`src/hdl/jhsd_pkg.sv`:
```
package jhsd_pkg;

  localparam int WIN_BITS = 16;
  localparam int NUM_LEN  = 16;
  localparam int AC_NSYM  = 162;

  localparam logic [7:0] AC_COUNTS [NUM_LEN] = '{
    8'd0, 8'd2, 8'd1, 8'd3, 8'd3, 8'd2, 8'd4, 8'd3,
    8'd5, 8'd5, 8'd4, 8'd4, 8'd0, 8'd0, 8'd1, 8'd125
  };

  localparam logic [7:0] AC_SYMBOLS [AC_NSYM] = '{
    8'd1,   8'd2,   8'd3,   8'd0,   8'd4,   8'd17,  8'd5,   8'd18,  8'd33,
    8'd49,  8'd65,  8'd6,   8'd19,  8'd81,  8'd97,  8'd7,   8'd34,  8'd113,
    8'd20,  8'd50,  8'd129, 8'd145, 8'd161, 8'd8,   8'd35,  8'd66,  8'd177,
    8'd193, 8'd21,  8'd82,  8'd209, 8'd240, 8'd36,  8'd51,  8'd98,  8'd114,
    8'd130, 8'd9,   8'd10,  8'd22,  8'd23,  8'd24,  8'd25,  8'd26,  8'd37,
    8'd38,  8'd39,  8'd40,  8'd41,  8'd42,  8'd52,  8'd53,  8'd54,  8'd55,
    8'd56,  8'd57,  8'd58,  8'd67,  8'd68,  8'd69,  8'd70,  8'd71,  8'd72,
    8'd73,  8'd74,  8'd83,  8'd84,  8'd85,  8'd86,  8'd87,  8'd88,  8'd89,
    8'd90,  8'd99,  8'd100, 8'd101, 8'd102, 8'd103, 8'd104, 8'd105, 8'd106,
    8'd115, 8'd116, 8'd117, 8'd118, 8'd119, 8'd120, 8'd121, 8'd122, 8'd131,
    8'd132, 8'd133, 8'd134, 8'd135, 8'd136, 8'd137, 8'd138, 8'd146, 8'd147,
    8'd148, 8'd149, 8'd150, 8'd151, 8'd152, 8'd153, 8'd154, 8'd162, 8'd163,
    8'd164, 8'd165, 8'd166, 8'd167, 8'd168, 8'd169, 8'd170, 8'd178, 8'd179,
    8'd180, 8'd181, 8'd182, 8'd183, 8'd184, 8'd185, 8'd186, 8'd194, 8'd195,
    8'd196, 8'd197, 8'd198, 8'd199, 8'd200, 8'd201, 8'd202, 8'd210, 8'd211,
    8'd212, 8'd213, 8'd214, 8'd215, 8'd216, 8'd217, 8'd218, 8'd225, 8'd226,
    8'd227, 8'd228, 8'd229, 8'd230, 8'd231, 8'd232, 8'd233, 8'd234, 8'd241,
    8'd242, 8'd243, 8'd244, 8'd245, 8'd246, 8'd247, 8'd248, 8'd249, 8'd250
  };

  localparam logic OP_AC = 1'b0;
  localparam logic OP_DC = 1'b1;

  typedef logic [WIN_BITS-1:0] win_t;
  typedef logic [WIN_BITS:0]   code_t;

  // first canonical code of length len
  function automatic code_t ac_first(input int len);
    code_t first;
    first = '0;
    for (int l = 1; l < len; l++) begin
      first = code_t'((first + code_t'(AC_COUNTS[l-1])) << 1);
    end
    return first;
  endfunction

  // one past the last code of length len
  function automatic code_t ac_limit(input int len);
    return code_t'(ac_first(len) + code_t'(AC_COUNTS[len-1]));
  endfunction

  // first code of length len minus the number of shorter codes
  function automatic code_t ac_offset(input int len);
    code_t base;
    base = '0;
    for (int l = 1; l < len; l++) begin
      base = code_t'(base + code_t'(AC_COUNTS[l-1]));
    end
    return code_t'(ac_first(len) - base);
  endfunction

  typedef struct packed {
    logic         op;
    win_t         window;
    logic [15:0]  ac_hit;
    logic         dc_hit;
    logic [3:0]   dc_cat;
    logic [4:0]   dc_len;
  } s1_t;

  typedef struct packed {
    logic         match;
    logic         is_ac;
    logic [7:0]   index;
    logic [4:0]   len;
    logic [3:0]   dc_cat;
  } s2_t;

  typedef struct packed {
    logic [4:0]   code_length;
    logic [3:0]   size_category;
    logic [3:0]   run_length;
    logic [7:0]   symbol_index;
    logic         valid_res;
  } res_t;

endpackage

```
`src/hdl/jpeg_huffman_symbol_decode.sv`:
```
// channel  dir  tdata                             tuser
// in_      in   [15:0] window                     [0] operation (0 AC, 1 DC)
// out_     out  [7:0] symbol_index, [11:8] run,   [0] valid_res
//               [15:12] size, [20:16] code_length
//
// Three register stages: length compare and DC match, index, symbol table.
// One item per cycle while out_tready is high; an accepted item passes the
// match, index and lookup registers before out_tvalid rises.
// Synchronous active-low reset clears the stage valid bits only.
// Each stage holds its item while the next is full and stalled, so a
// full pipe of three items waits on out_tready without loss.
module jpeg_huffman_symbol_decode import jhsd_pkg::*; (
  input  logic        clk,
  input  logic        rst_n,
  input  logic        in_tvalid,
  output logic        in_tready,
  input  logic [15:0] in_tdata,   // [15:0] window
  input  logic [0:0]  in_tuser,   // [0] operation
  output logic        out_tvalid,
  input  logic        out_tready,
  output logic [23:0] out_tdata,  // symbol_index, run_length, size_category, code_length
  output logic [0:0]  out_tuser   // [0] valid_res
);

  logic s1_valid, s2_valid;
  logic s1_ready, s2_ready;
  s1_t  s1_data;
  s2_t  s2_data;
  res_t res;

  jhsd_match u_match (
    .clk        (clk),
    .rst_n      (rst_n),
    .in_valid   (in_tvalid),
    .in_op      (in_tuser[0]),
    .in_window  (in_tdata),
    .up_ready   (in_tready),
    .down_ready (s1_ready),
    .valid_r    (s1_valid),
    .data_r     (s1_data)
  );

  jhsd_index u_index (
    .clk        (clk),
    .rst_n      (rst_n),
    .in_valid   (s1_valid),
    .in_data    (s1_data),
    .up_ready   (s1_ready),
    .down_ready (s2_ready),
    .valid_r    (s2_valid),
    .data_r     (s2_data)
  );

  jhsd_lookup u_lookup (
    .clk        (clk),
    .rst_n      (rst_n),
    .in_valid   (s2_valid),
    .in_data    (s2_data),
    .up_ready   (s2_ready),
    .down_ready (out_tready),
    .valid_r    (out_tvalid),
    .data_r     (res)
  );

  assign out_tuser = res.valid_res;
  assign out_tdata = {3'd0, res.code_length, res.size_category, res.run_length,
                      res.symbol_index};

  a_stall_full: assert property (@(posedge clk) disable iff (!rst_n)
    !in_tready |-> (s1_valid && s2_valid && out_tvalid))
    else $error("input stalled with a free stage");

  a_nomatch_zero: assert property (@(posedge clk) disable iff (!rst_n)
    (out_tvalid && !res.valid_res) |-> (out_tdata == '0))
    else $error("unmatched item carries nonzero fields");

  a_match_len: assert property (@(posedge clk) disable iff (!rst_n)
    (out_tvalid && res.valid_res) |->
      (res.code_length != 5'd0 && res.code_length <= 5'd16))
    else $error("matched item with bad code length");

  a_dc_len: assert property (@(posedge clk) disable iff (!rst_n)
    (s2_valid && s2_data.match && !s2_data.is_ac) |->
      (s2_data.len >= 5'd2 && s2_data.len <= 5'd9 && s2_data.dc_cat <= 4'd11))
    else $error("DC code length or category out of range");

  a_ac_index: assert property (@(posedge clk) disable iff (!rst_n)
    (s2_valid && s2_data.match && s2_data.is_ac) |-> (s2_data.index < 8'(AC_NSYM)))
    else $error("AC index past symbol table");

endmodule

```
`src/hdl/jhsd_match.sv`:
```
module jhsd_match import jhsd_pkg::*; (
  input  logic clk,
  input  logic rst_n,
  input  logic in_valid,
  input  logic in_op,
  input  win_t in_window,
  output logic up_ready,
  input  logic down_ready,
  output logic valid_r,
  output s1_t  data_r
);

  logic adv;
  s1_t  data_nxt;

  assign adv      = down_ready || !valid_r;
  assign up_ready = adv;

  always_comb begin
    code_t prefix;
    data_nxt        = '0;
    data_nxt.op     = in_op;
    data_nxt.window = in_window;
    for (int l = 1; l <= NUM_LEN; l++) begin
      prefix = code_t'(in_window >> (WIN_BITS - l));
      data_nxt.ac_hit[l-1] = prefix < ac_limit(l);
    end
    data_nxt.dc_hit = 1'b1;
    case (in_window[15:7]) inside
      9'b00???????: begin data_nxt.dc_cat = 4'd0;  data_nxt.dc_len = 5'd2; end
      9'b010??????: begin data_nxt.dc_cat = 4'd1;  data_nxt.dc_len = 5'd3; end
      9'b011??????: begin data_nxt.dc_cat = 4'd2;  data_nxt.dc_len = 5'd3; end
      9'b100??????: begin data_nxt.dc_cat = 4'd3;  data_nxt.dc_len = 5'd3; end
      9'b101??????: begin data_nxt.dc_cat = 4'd4;  data_nxt.dc_len = 5'd3; end
      9'b110??????: begin data_nxt.dc_cat = 4'd5;  data_nxt.dc_len = 5'd3; end
      9'b1110?????: begin data_nxt.dc_cat = 4'd6;  data_nxt.dc_len = 5'd4; end
      9'b11110????: begin data_nxt.dc_cat = 4'd7;  data_nxt.dc_len = 5'd5; end
      9'b111110???: begin data_nxt.dc_cat = 4'd8;  data_nxt.dc_len = 5'd6; end
      9'b1111110??: begin data_nxt.dc_cat = 4'd9;  data_nxt.dc_len = 5'd7; end
      9'b11111110?: begin data_nxt.dc_cat = 4'd10; data_nxt.dc_len = 5'd8; end
      9'b111111110: begin data_nxt.dc_cat = 4'd11; data_nxt.dc_len = 5'd9; end
      default: begin
        data_nxt.dc_hit = 1'b0;
      end
    endcase
  end

  always_ff @(posedge clk) begin
    if (!rst_n) begin
      valid_r <= 1'b0;
    end else if (adv) begin
      valid_r <= in_valid;
    end
  end

  always_ff @(posedge clk) begin
    if (adv && in_valid) begin
      data_r <= data_nxt;
    end
  end

endmodule

```
`src/hdl/jhsd_index.sv`:
```
module jhsd_index import jhsd_pkg::*; (
  input  logic clk,
  input  logic rst_n,
  input  logic in_valid,
  input  s1_t  in_data,
  output logic up_ready,
  input  logic down_ready,
  output logic valid_r,
  output s2_t  data_r
);

  logic adv;
  s2_t  data_nxt;

  assign adv      = down_ready || !valid_r;
  assign up_ready = adv;

  always_comb begin
    code_t prefix;
    prefix          = '0;
    data_nxt        = '0;
    data_nxt.is_ac  = (in_data.op == OP_AC);
    data_nxt.dc_cat = in_data.dc_cat;
    if (in_data.op == OP_AC) begin
      // shortest length wins
      for (int l = NUM_LEN; l >= 1; l--) begin
        if (in_data.ac_hit[l-1]) begin
          prefix         = code_t'(in_data.window >> (WIN_BITS - l));
          data_nxt.match = 1'b1;
          data_nxt.len   = 5'(l);
          data_nxt.index = 8'(prefix - ac_offset(l));
        end
      end
    end else begin
      data_nxt.match = in_data.dc_hit;
      data_nxt.len   = in_data.dc_len;
      data_nxt.index = {4'd0, in_data.dc_cat};
    end
  end

  always_ff @(posedge clk) begin
    if (!rst_n) begin
      valid_r <= 1'b0;
    end else if (adv) begin
      valid_r <= in_valid;
    end
  end

  always_ff @(posedge clk) begin
    if (adv && in_valid) begin
      data_r <= data_nxt;
    end
  end

endmodule

```
`src/hdl/jhsd_lookup.sv`:
```
module jhsd_lookup import jhsd_pkg::*; (
  input  logic clk,
  input  logic rst_n,
  input  logic in_valid,
  input  s2_t  in_data,
  output logic up_ready,
  input  logic down_ready,
  output logic valid_r,
  output res_t data_r
);

  logic adv;
  res_t data_nxt;

  assign adv      = down_ready || !valid_r;
  assign up_ready = adv;

  always_comb begin
    logic [7:0] sym;
    sym = '0;
    if (in_data.index < 8'(AC_NSYM)) begin
      sym = AC_SYMBOLS[in_data.index];
    end
    data_nxt = '0;
    if (in_data.match) begin
      data_nxt.valid_res    = 1'b1;
      data_nxt.symbol_index = in_data.index;
      data_nxt.code_length  = in_data.len;
      if (in_data.is_ac) begin
        data_nxt.run_length    = sym[7:4];
        data_nxt.size_category = sym[3:0];
      end else begin
        data_nxt.size_category = in_data.dc_cat;
      end
    end
  end

  always_ff @(posedge clk) begin
    if (!rst_n) begin
      valid_r <= 1'b0;
    end else if (adv) begin
      valid_r <= in_valid;
    end
  end

  always_ff @(posedge clk) begin
    if (adv && in_valid) begin
      data_r <= data_nxt;
    end
  end

endmodule
```
`config.mk`:
```
export PLATFORM = sky130hd
export DESIGN_NAME = jpeg_huffman_symbol_decode
export DESIGN_NICKNAME = d
export VERILOG_FILES = /design/src/hdl/jhsd_pkg.sv /design/src/hdl/jpeg_huffman_symbol_decode.sv /design/src/hdl/jhsd_match.sv /design/src/hdl/jhsd_index.sv /design/src/hdl/jhsd_lookup.sv
export SDC_FILE = /design/constraint.sdc
export NUM_CORES = 1
export LEC_CHECK = 0
export ABC_AREA = 1
export BUFFER_PORTS_ARGS = -buffer_cell sky130_fd_sc_hd__clkbuf_2
export CAP_MARGIN = 10
export CORE_ASPECT_RATIO = 0.8
export CORE_UTILIZATION = 25
export CTS_CLUSTER_DIAMETER = 80
export DETAILED_ROUTE_END_ITERATION = 6
export PLACE_DENSITY = 0.41
export SLEW_MARGIN = 20
export SYNTH_ARGS = -nofsm -noshare
export SYNTH_HDL_FRONTEND = slang
export SYNTH_HIERARCHICAL = 1
export SYNTH_SLANG_ARGS = --single-unit
```
`constraint.sdc`:
```
create_clock -name clk -period 8.1 [get_ports clk]
set_input_delay 0.81 -clock clk [delete_from_list [all_inputs] [get_ports clk]]
set_output_delay 0.81 -clock clk [all_outputs]
set_load 0.005 [all_outputs]
```
---- Yosys cells after proc, flatten, opt, wreduce, memory -nomap -nowiden ----
Memories as Yosys holds them, arrays and structs flattened.
Index checks and enable logic that the tools add are counted.
word-level totals
  flip-flop bits (word level) ............. 87
  bits in read-only memories .............. 2,048
  input port bits ......................... 21
  output and inout port bits .............. 27
  memories ................................ 1
cells by class
  $add $sub $neg .......................... 14
  order comparisons ....................... 18
  equality and inequality tests ........... 11
  multiplexer cells ....................... 51
  bitwise gates (word level) .............. 2
  reduce and logical (&&, ||, !) cells .... 18
memories
  memory            depth  width  rd ports  clocked after memory_dff  write ports  RTL line           source
  (name not given)  256    8      1         0                         0            jhsd_lookup.sv:22  sym = AC_SYMBOLS[in_data.index];
operators with widths
  cell                                                                count
  13-bit 2-to-1 mux                                                   14
  8-bit subtractor, second input constant                             8
  9-bit 2-to-1 mux                                                    7
  8-bit 2-to-1 mux                                                    7
  1-bit 2-to-1 mux                                                    19
  16-bit < comparator, second input constant                          1
  8-bit < comparator, second input constant                           2
  15-bit < comparator, second input constant                          1
  14-bit < comparator, second input constant                          1
  7-bit 2-to-1 mux                                                    2
  13-bit < comparator, second input constant                          1
  12-bit < comparator, second input constant                          1
  11-bit < comparator, second input constant                          1
  11-bit OR reduction                                                 1
  10-bit < comparator, second input constant                          1
  10-bit OR reduction                                                 1
  3-bit == test, second input constant                                3
  9-bit == test, second input constant                                1
  9-bit greater-or-equal comparator, second input constant            1
  9-bit < comparator, second input constant                           1
  8-bit NOT with 9-bit output                                         1
  8-bit == test, second input constant                                1
  8-bit OR reduction                                                  1
  7-bit by 7-bit subtractor with 8-bit output, second input constant  1
  29 further kinds                                                    36

---- Logic depth before layout (Yosys ltp) ----
Gate-level depths: netlist of run 1.
  depth in word-level cells ............... 18
  gate-level depth with buffers ........... 24
  gate-level depth less buffers ........... 24

---- Hierarchy ----
Netlist of run 1, hierarchy kept.
by module, submodules not included
  module                      times used  cells each  area an instance (sq um)  seq. area each (sq um)
  jhsd_index                  1           507         3,173.0                   590.6
  jhsd_lookup                 1           369         2,361.0                   680.7
  jhsd_match                  1           122         1,634.1                   1,191.1
  jpeg_huffman_symbol_decode  1           4           26.3                      0.0

---- Worst setup path before layout of run 1 ----
No wires, ideal clock.
  path kind ............................... input -> register
  from .................................... input out_tready
  to ...................................... register u_match/data_r[0] (netlist name) (enable)
  setup time .............................. 448 ps
  arrival ................................. 2,961 ps
  required time ........................... 7,652 ps
  slack ................................... 4,691 ps
  stages on the path ...................... 6
  path buffers ............................ 0
  path through ............................ inv_1 -> nand2_1 -> inv_1 -> nand2_1 -> inv_1 -> a21oi_1
between the ends
  longest elaborated chain between the ends .. 4
RTL lines
  item                  RTL line                          source
  start, declared       jpeg_huffman_symbol_decode.sv:20  input logic out_tready,
  1-bit logical OR      jhsd_lookup.sv:15                 assign adv = down_ready || !valid_r;
  named net s2_ready    jpeg_huffman_symbol_decode.sv:26  logic s1_ready, s2_ready;
  1-bit logical OR      jhsd_index.sv:15                  assign adv = down_ready || !valid_r;
  named net s1_ready    jpeg_huffman_symbol_decode.sv:26
  1-bit logical OR      jhsd_match.sv:16                  assign adv = down_ready || !valid_r;
  1-bit logical AND     jhsd_match.sv:57                  if (adv && in_valid) begin
  end signal, assigned  jhsd_match.sv:58                  data_r <= data_nxt;
  end, declared         jhsd_match.sv:10                  output s1_t data_r
The timed path passes the listed nets, and every way through them passes these cells.
A chain may end at the register's enable or synchronous reset.

---- Worst setup path after layout of run 1 ----
  from .................................... register u_match/data_r[36] (netlist name)
  to ...................................... register u_index/data_r[14] (netlist name), data pin
between the ends
  longest elaborated chain between the ends .. 10
  elaborated cells between the ends (all ways) .. 15
RTL lines
  item                              RTL line          source
  8-bit subtractor                  jhsd_index.sv:31  data_nxt.index = 8'(prefix - ac_offset(l));
  13-bit 2-to-1 mux (5 in a row)    jhsd_index.sv:27  if (in_data.ac_hit[l-1]) begin
  13-bit 2-to-1 mux * (4 in a row)  jhsd_index.sv:27
  end signal, assigned              jhsd_index.sv:51  data_r <= data_nxt;
  end, declared                     jhsd_index.sv:9   output s2_t data_r
Every way passes the cells marked *; elsewhere a longest branch is shown, timed or not.

==> results of run 1 <==
==> path summary, 6_finish.rpt <==
path,start,slack (ns),to
worst min register to register,u_match/data_r[7],0.47,u_index/data_r[2]
worst max-delay path,u_match/data_r[36],5.33,u_index/data_r[14]
worst min-delay path,u_match/data_r[7],0.47,u_index/data_r[2]
worst max register to register,u_match/data_r[36],5.33,u_index/data_r[14]
==> sequential cells by signal (all words and copies together) (netlist names) <==
name	cells
u_index/valid_r	1
u_match/data_r	39
u_lookup/data_r	22
u_match/valid_r	1
u_lookup/valid_r	1
u_index/data_r	19
==> metal layers <==
| layer | up-vias | GRT usage, % | wire, µm |
|---|---|---|---|
| met4 | 0 | 2.61 | 147 |
| met1 | 3102 | 25.1 | 12100 |
| met2 | 162 | 22.0 | 9390 |
| met3 | 11 | 2.19 | 894 |
| li1 | 3387 | - | - |
| met5 | - | 0 | 0 |
==> through the flow <==
step	hold slack [ns]	setup WS, ns	cell area, µm²	std cells	utilization [%]
after floorplan	0.426	4.69	7210	1005	-
after global placement	0.473	5.33	7720	1388	27.3
after detailed placement	0.460	5.40	7720	1388	27.3
after CTS	0.481	5.37	8010	1404	28.3
after global routing	0.495	4.92	8010	1404	28.3
final	0.471	5.33	8010	1404	28.3
==> layout by cell type (no fill, tap or decap), types with 5 or more instances in the layout <==
cell type / n
a21oi_1: 81
a31oi_1: 9
buf_4: 6
clkbuf_16: 9
clkbuf_2: 44
clkinv_1: 7
conb_1: 5
edfxtp_1: 80
ha_1: 53
inv_1: 115
inv_2: 11
nand2_1: 273
nand2_2: 8
nand3_1: 76
nand4_1: 12
nor2_1: 69
nor3_1: 9
o21ai_0: 79
o21ai_1: 7
xor2_1: 18
==> where the power goes <==
| group | internal (µW) | switching [µW] |
|---|---|---|
| Clock | 212 | 178 |
| Combinational | 59.9 | 127 |
| Sequential | 491 | 24.2 |
| Total | 763 | 329 |
==> cells by family (layout without fill, tap and decap cells) <==
kind of cell    after synthesis  after routing  synth area share [%]
simple gates                464            464                  27.7
compound gates              209            209                  16.0
buf+inv                     171            200                  10.3
flops                        83             83                  34.2
fa+ha+maj                    53             53                  9.22
xor+xnor                     20             20                  2.43
other cells                   2              5                 0.104
==> worst register-to-register path, delay by kind of cell, from the launching register on <==
kind | cells | cell delay [ns]
buf+inv | 4 | 0.69
flops | 1 | 0.55
compound gates | 3 | 0.55
fa+ha+maj | 1 | 0.38
simple gates | 6 | 0.34
==> layout make-up <==
cell class	count	area, µm²
Clock inverter	7	63.8
Inverter	134	504
Tap cell	370	463
Clock buffer	9	225
Fill cell	3116	20300
Sequential cell	83	2460
Timing Repair Buffer	50	265
Multi-Input combinational cell	751	4030
==> flow_summary.ini, run 1 <==
[run_status]
status = completed

[clock_tree]
htreeDepth = 3
cts_resized = 0
cts_made_buffers = 9
cts_hold_buffers = 0
cts.sinks = 83
clk_pin_slew_worst_paths_ns = 0.07
clock_path_buffers = 2
cts_setup_buffers = 0
clockRootBuffer = clkbuf_16
cts_tree = built
insertion_delay_ns = 0.35

[layout]
antennaDiodeCount = 0
post_route_cells_drive_above_1_share_pct = 9.96
final_nets = 1103
area_delta_synth_final_pct = 11.4

[logic_synthesis]
ys_seq_elements = 83
ys_warn_count = 6
async_reset_ff_share_pct = 0
synth-main-ff-cell = edfxtp_1
ys_types = 46
synth_edf_count = 80
synth_top_area_share_pct = 33.4
ys_seq_area_share_pct = 34.2
synth_top_area_cell = edfxtp_1
synth_area_leaders = edfxtp_1 33%, nand2_1 14%, ha_1 9.2%, inv_1 6.0%, a21oi_1 5.8%
synthTopCellsByCount = 273 x nand2_1, 115 x inv_1, 84 x a21oi_1
syn_area_um2 = 7190
synth.most_common_cell = nand2_1
syn_area_per_cell_um2 = 7.18
synth_cells = 1002

[critical_path]
critPathArrivalTime_ns = 2.86
crit_fanout = 13
required_ns = 8.19
cp_num_buf_inv = 4
slowest_delay_ns = 0.55
critPathTopFamily = buffers and inverters
crit_path_start_kind = flip-flop
crit_slowest_cell = edfxtp_1
path_common_cell = nand2_1
critPathCaptureType = flip-flop
ff2ff_path_depth = 14
critical_path_class = reg2reg
cp_cell_sequence = clkinv_1 > ha_1 > a21oi_1 > inv_1 > a21oi_1 > inv_1 > nor2_1 > o21ai_0 > inv_1 > nand2_1 > nand2_1 > nand2_1 > nand2_1 > nand2_1
crit_cells = 14

[timing]
slew_headroom_pct = 50.0
fin_crit_sh_pct = 34.1
finalClockSkew_ns = 0.0145
setup_viol = 0
fin_crit_ns = 2.77
final_max_slew_viol_count = 0
tns_ns = 0
fmax_mhz = 362
hold_viol_final = 0
rsz0062_at_grt = false
tightest_slew_ns = 0.750

[detailed_routing]
ant_nets = 0
vias = 6662
vias_per_cell = 4.75
drtPass1Iterations = 5
drtIter0Drc = 546
finalWirelength_um = 22600
drc = 0
wire_per_inst_um = 16.1

[die]
ios = 48
rows = 55
die-area_um2 = 29500
die_w_um = 192
die_y_um = 154
initial_core_util_pct = 25.4
core_um2 = 28300

[grt]
overflow = 0
grt_max_degree = 40
grt_pass1_vias = 6277
grt_use_total_pct = 15.7
grt_pass1_wl_um = 36200
antenna_found_initial = 0

[placement]
gp_congestion = 0.835
dpl.hpwl_um = 17000
io_buffers = 44

[run]
cap_violations = 0

[min_path]
hold_depth = 0
hp-class = reg2reg

[power_and_ir_drop]
power_density_nw_per_um2 = 136
peakVddDrop_mv = 0.116
leakagePower_uw = 0.00361
power_uw = 1090
No activity file was read; power rests on OpenSTA's default activity.
==> run 2, diff against run 1 <==
--- a/config.mk
+++ b/config.mk
@@ -5,14 +5,14 @@
 export SDC_FILE = /design/constraint.sdc
 export NUM_CORES = 1
 export LEC_CHECK = 0
-export ABC_AREA = 1
+export ABC_AREA = 0
 export BUFFER_PORTS_ARGS = -buffer_cell sky130_fd_sc_hd__clkbuf_2
 export CAP_MARGIN = 10
 export CORE_ASPECT_RATIO = 0.8
 export CORE_UTILIZATION = 25
 export CTS_CLUSTER_DIAMETER = 80
 export DETAILED_ROUTE_END_ITERATION = 6
-export PLACE_DENSITY = 0.41
+export PLACE_DENSITY = 0.42
 export SLEW_MARGIN = 20
 export SYNTH_ARGS = -nofsm -noshare
 export SYNTH_HDL_FRONTEND = slang
==> constraint.sdc (replaced) <==
create_clock -name clk -period 2.35 [get_ports clk]
set_input_delay 0.235 -clock clk [delete_from_list [all_inputs] [get_ports clk]]
set_output_delay 0.235 -clock clk [all_outputs]
set_load 0.005 [all_outputs]
==> run 2 against run 1 <==
  * The flow now finishes with violations (design-rule violations)
  * Flip-flop and latch count stayed put
  * Die area is 1.4% higher
  * Core utilization is 2.6 points higher
  * Sequential share of layout area is 2.8 points lower
  * Via count is 1.4% lower
  * Area after synthesis is 1.5% higher
  * Hold slack worse by 0.41 ns
  * Sequential power grew to 3.4 times the previous value
  * Critical endpoint is now u_lookup/data_r[14]
  * First-iteration DRC count is 32% higher
==> flow_summary.ini, run 2 <==
[run_status]
status = finished, violations left
violations = design-rule violations

[layout]
post_route_cells_drive_above_1_share_pct = 21.2
fillers = 3008
final_common_cell = buf_4
final_nets = 967
area_delta_synth_final_pct = 20.9
largest_register_ffs = 39
layout_common_cells = 82 x buf_4, 80 x edfxtp_1, 58 x a21oi_1
reg_top3 = u_match/data_r (39), u_lookup/data_r (22), u_index/data_r (19)
multi_input_area_um2 = 4410
antennaDiodeCount = 0
final_util_pct = 31.0
largest_register = u_match/data_r
regArea_um2 = 2460

[critical_path]
crit_fanout = 14
critical_path_class = reg2reg
crit_path_start_kind = flip-flop
path_common_cell = buf_4
critPathCaptureType = flip-flop
slowest_delay_ns = 0.45
critPathTopFamily = compound AO/OA/AOI/OAI gates
cp_cell_sequence = buf_4 > buf_4 > ha_1 > o21a_1 > mux4_2 > o311a_1 > a22oi_1
crit_slowest_cell = mux4_2
required_ns = 2.55
cp_num_buf_inv = 2
critPathArrivalTime_ns = 2.45

[clock_tree]
cts_made_buffers = 9
cts.sinks = 83
htreeDepth = 3
insertion_delay_ns = 0.36
clockRootBuffer = clkbuf_16
clock_path_buffers = 2
cts_tree = built
clk_pin_slew_worst_paths_ns = 0.07

[grt]
grt_use_total_pct = 16.2
antenna_found_initial = 0
overflow = 0
use_met3_pct = 2.97
grt_use_met1_pct = 23.4
grt-busiest-layer = met2
grt_pass1_vias = 6246
grt_max_degree = 40
grt_pass1_wl_um = 36800
gr-usage-met2_pct = 23.6

[logic_synthesis]
synth_top_area_share_pct = 32.9
synthTopCellsByCount = 80 x edfxtp_1, 58 x a21oi_1, 57 x nand2_1
synth_cells = 811
ys_warn_count = 6
ys_seq_elements = 83
synth_area_leaders = edfxtp_1 33%, ha_1 9.1%, xnor2_1 5.4%, a21oi_1 4.0%, nand2_1 2.9%
async_reset_ff_share_pct = 0
synth.most_common_cell = edfxtp_1
syn_area_per_cell_um2 = 9.00
ys_seq_area_share_pct = 33.7
synth-main-ff-cell = edfxtp_1
synth_top_area_cell = edfxtp_1
synth_edf_count = 80
ys_types = 80
syn_area_um2 = 7300

[die]
die_y_um = 155
rows = 55
die-area_um2 = 29900
die_w_um = 193
core_um2 = 28500
initial_core_util_pct = 25.6
ios = 48

[detailed_routing]
drtIter0Drc = 721
wire_per_inst_um = 18.5
drc = 4
vias = 6568
drtPass1Iterations = 7
finalWirelength_um = 23500
vias_per_cell = 5.18
ant_nets = 0

[placement]
dpl.hpwl_um = 17900
gp_congestion = 0.864
io_buffers = 44

[power_and_ir_drop]
pwr-share-clk_pct = 37.8
peakVddDrop_mv = 0.399
switching_share_pct = 28.6
seq_power_share_pct = 41.6
power_uw = 4190
comb_power_share_pct = 20.6
intPower_uw = 2990
leakagePower_uw = 0.00330
power_density_nw_per_um2 = 475
p_switching_uw = 1200

[min_path]
hp-class = in2reg

[timing]
rsz0062_at_grt = false
fmax_mhz = 445
setup_viol = 0
fin_crit_ns = 2.25
tns_ns = 0
fin_crit_sh_pct = 95.6
hold_viol_final = 0
tightest_slew_ns = 0.907
finalClockSkew_ns = 0.0103
slew_headroom_pct = 39.5
final_max_slew_viol_count = 0

[run]
cap_violations = 0
[run 2: cell count changes after synthesis, moves of 26 or more]
cell	before	now
nand3_1	76	13
a21oi_1	84	58
inv_1	115	45
nand2_1	273	57
xnor2_1	2	45
o21ai_0	79	41
[run 2: power groups by stage]
stage | logic (µW) | registers (µW) | clock network [µW]
after global routing | 942 | 1750 | 1680
after global placement | 854 | 1770 | 0
after CTS | 840 | 1740 | 1630
after detailed placement | 837 | 1780 | 0
final | 861 | 1740 | 1580
after floorplan | 545 | 1760 | 0
[run 2: through the flow]
step,area (µm²),hold slack (ns),std cells,worst slack [ns]
after floorplan,7370,0.334,814,0.00214
after global placement,8440,0.415,1250,0.0717
after detailed placement,8440,0.416,1250,0.0764
after CTS,8760,0.0368,1266,0.0694
after global routing,8820,0.0454,1268,0.000372
final,8820,0.0588,1268,0.104
[run 2: final timing paths]
kind,start,to,slack [ns],cells past startpoint
setup / recovery,u_index/data_r[9],u_lookup/data_r[14],0.10,7
hold / removal,in_tuser,u_match/data_r[42],0.06,1
setup reg to reg,u_index/data_r[9],u_lookup/data_r[14],0.10,7
hold reg to reg,u_index/valid_r,u_lookup/valid_r,0.47,2
[run 2: cell type report]
| type | instances | share of cell area, % |
|---|---|---|
| clock inverters | 6 | 1.04 |
| repair buffers | 133 | 11.0 |
| flip-flops and latches | 83 | 27.9 |
| inverters | 53 | 2.30 |
| multi-input cells | 613 | 50.0 |
| well taps | 370 | 5.25 |
| clock buffers | 10 | 2.60 |
[run 2: timing repair]
action	4_1_cts	5_1_grt
endpoints found under the setup margin	0	7
hold buffers	0	0
gates resized for setup	0	15
buffers inserted	0	2
[run 2: routing by layer]
metal	wire, µm	vias up
li1	-	3165
met2	10200	234
met1	11500	3133
met5	0	-
met4	577	0
met3	1210	36
[run 2: logic make-up after synthesis]
logic type | synth area share, %
other cells | 0.103
mux | 2.98
simple gates | 17.1
xor+xnor | 5.88
buf+inv | 7.06
fa+ha+maj | 9.08
flops | 33.7
compound gates | 24.1
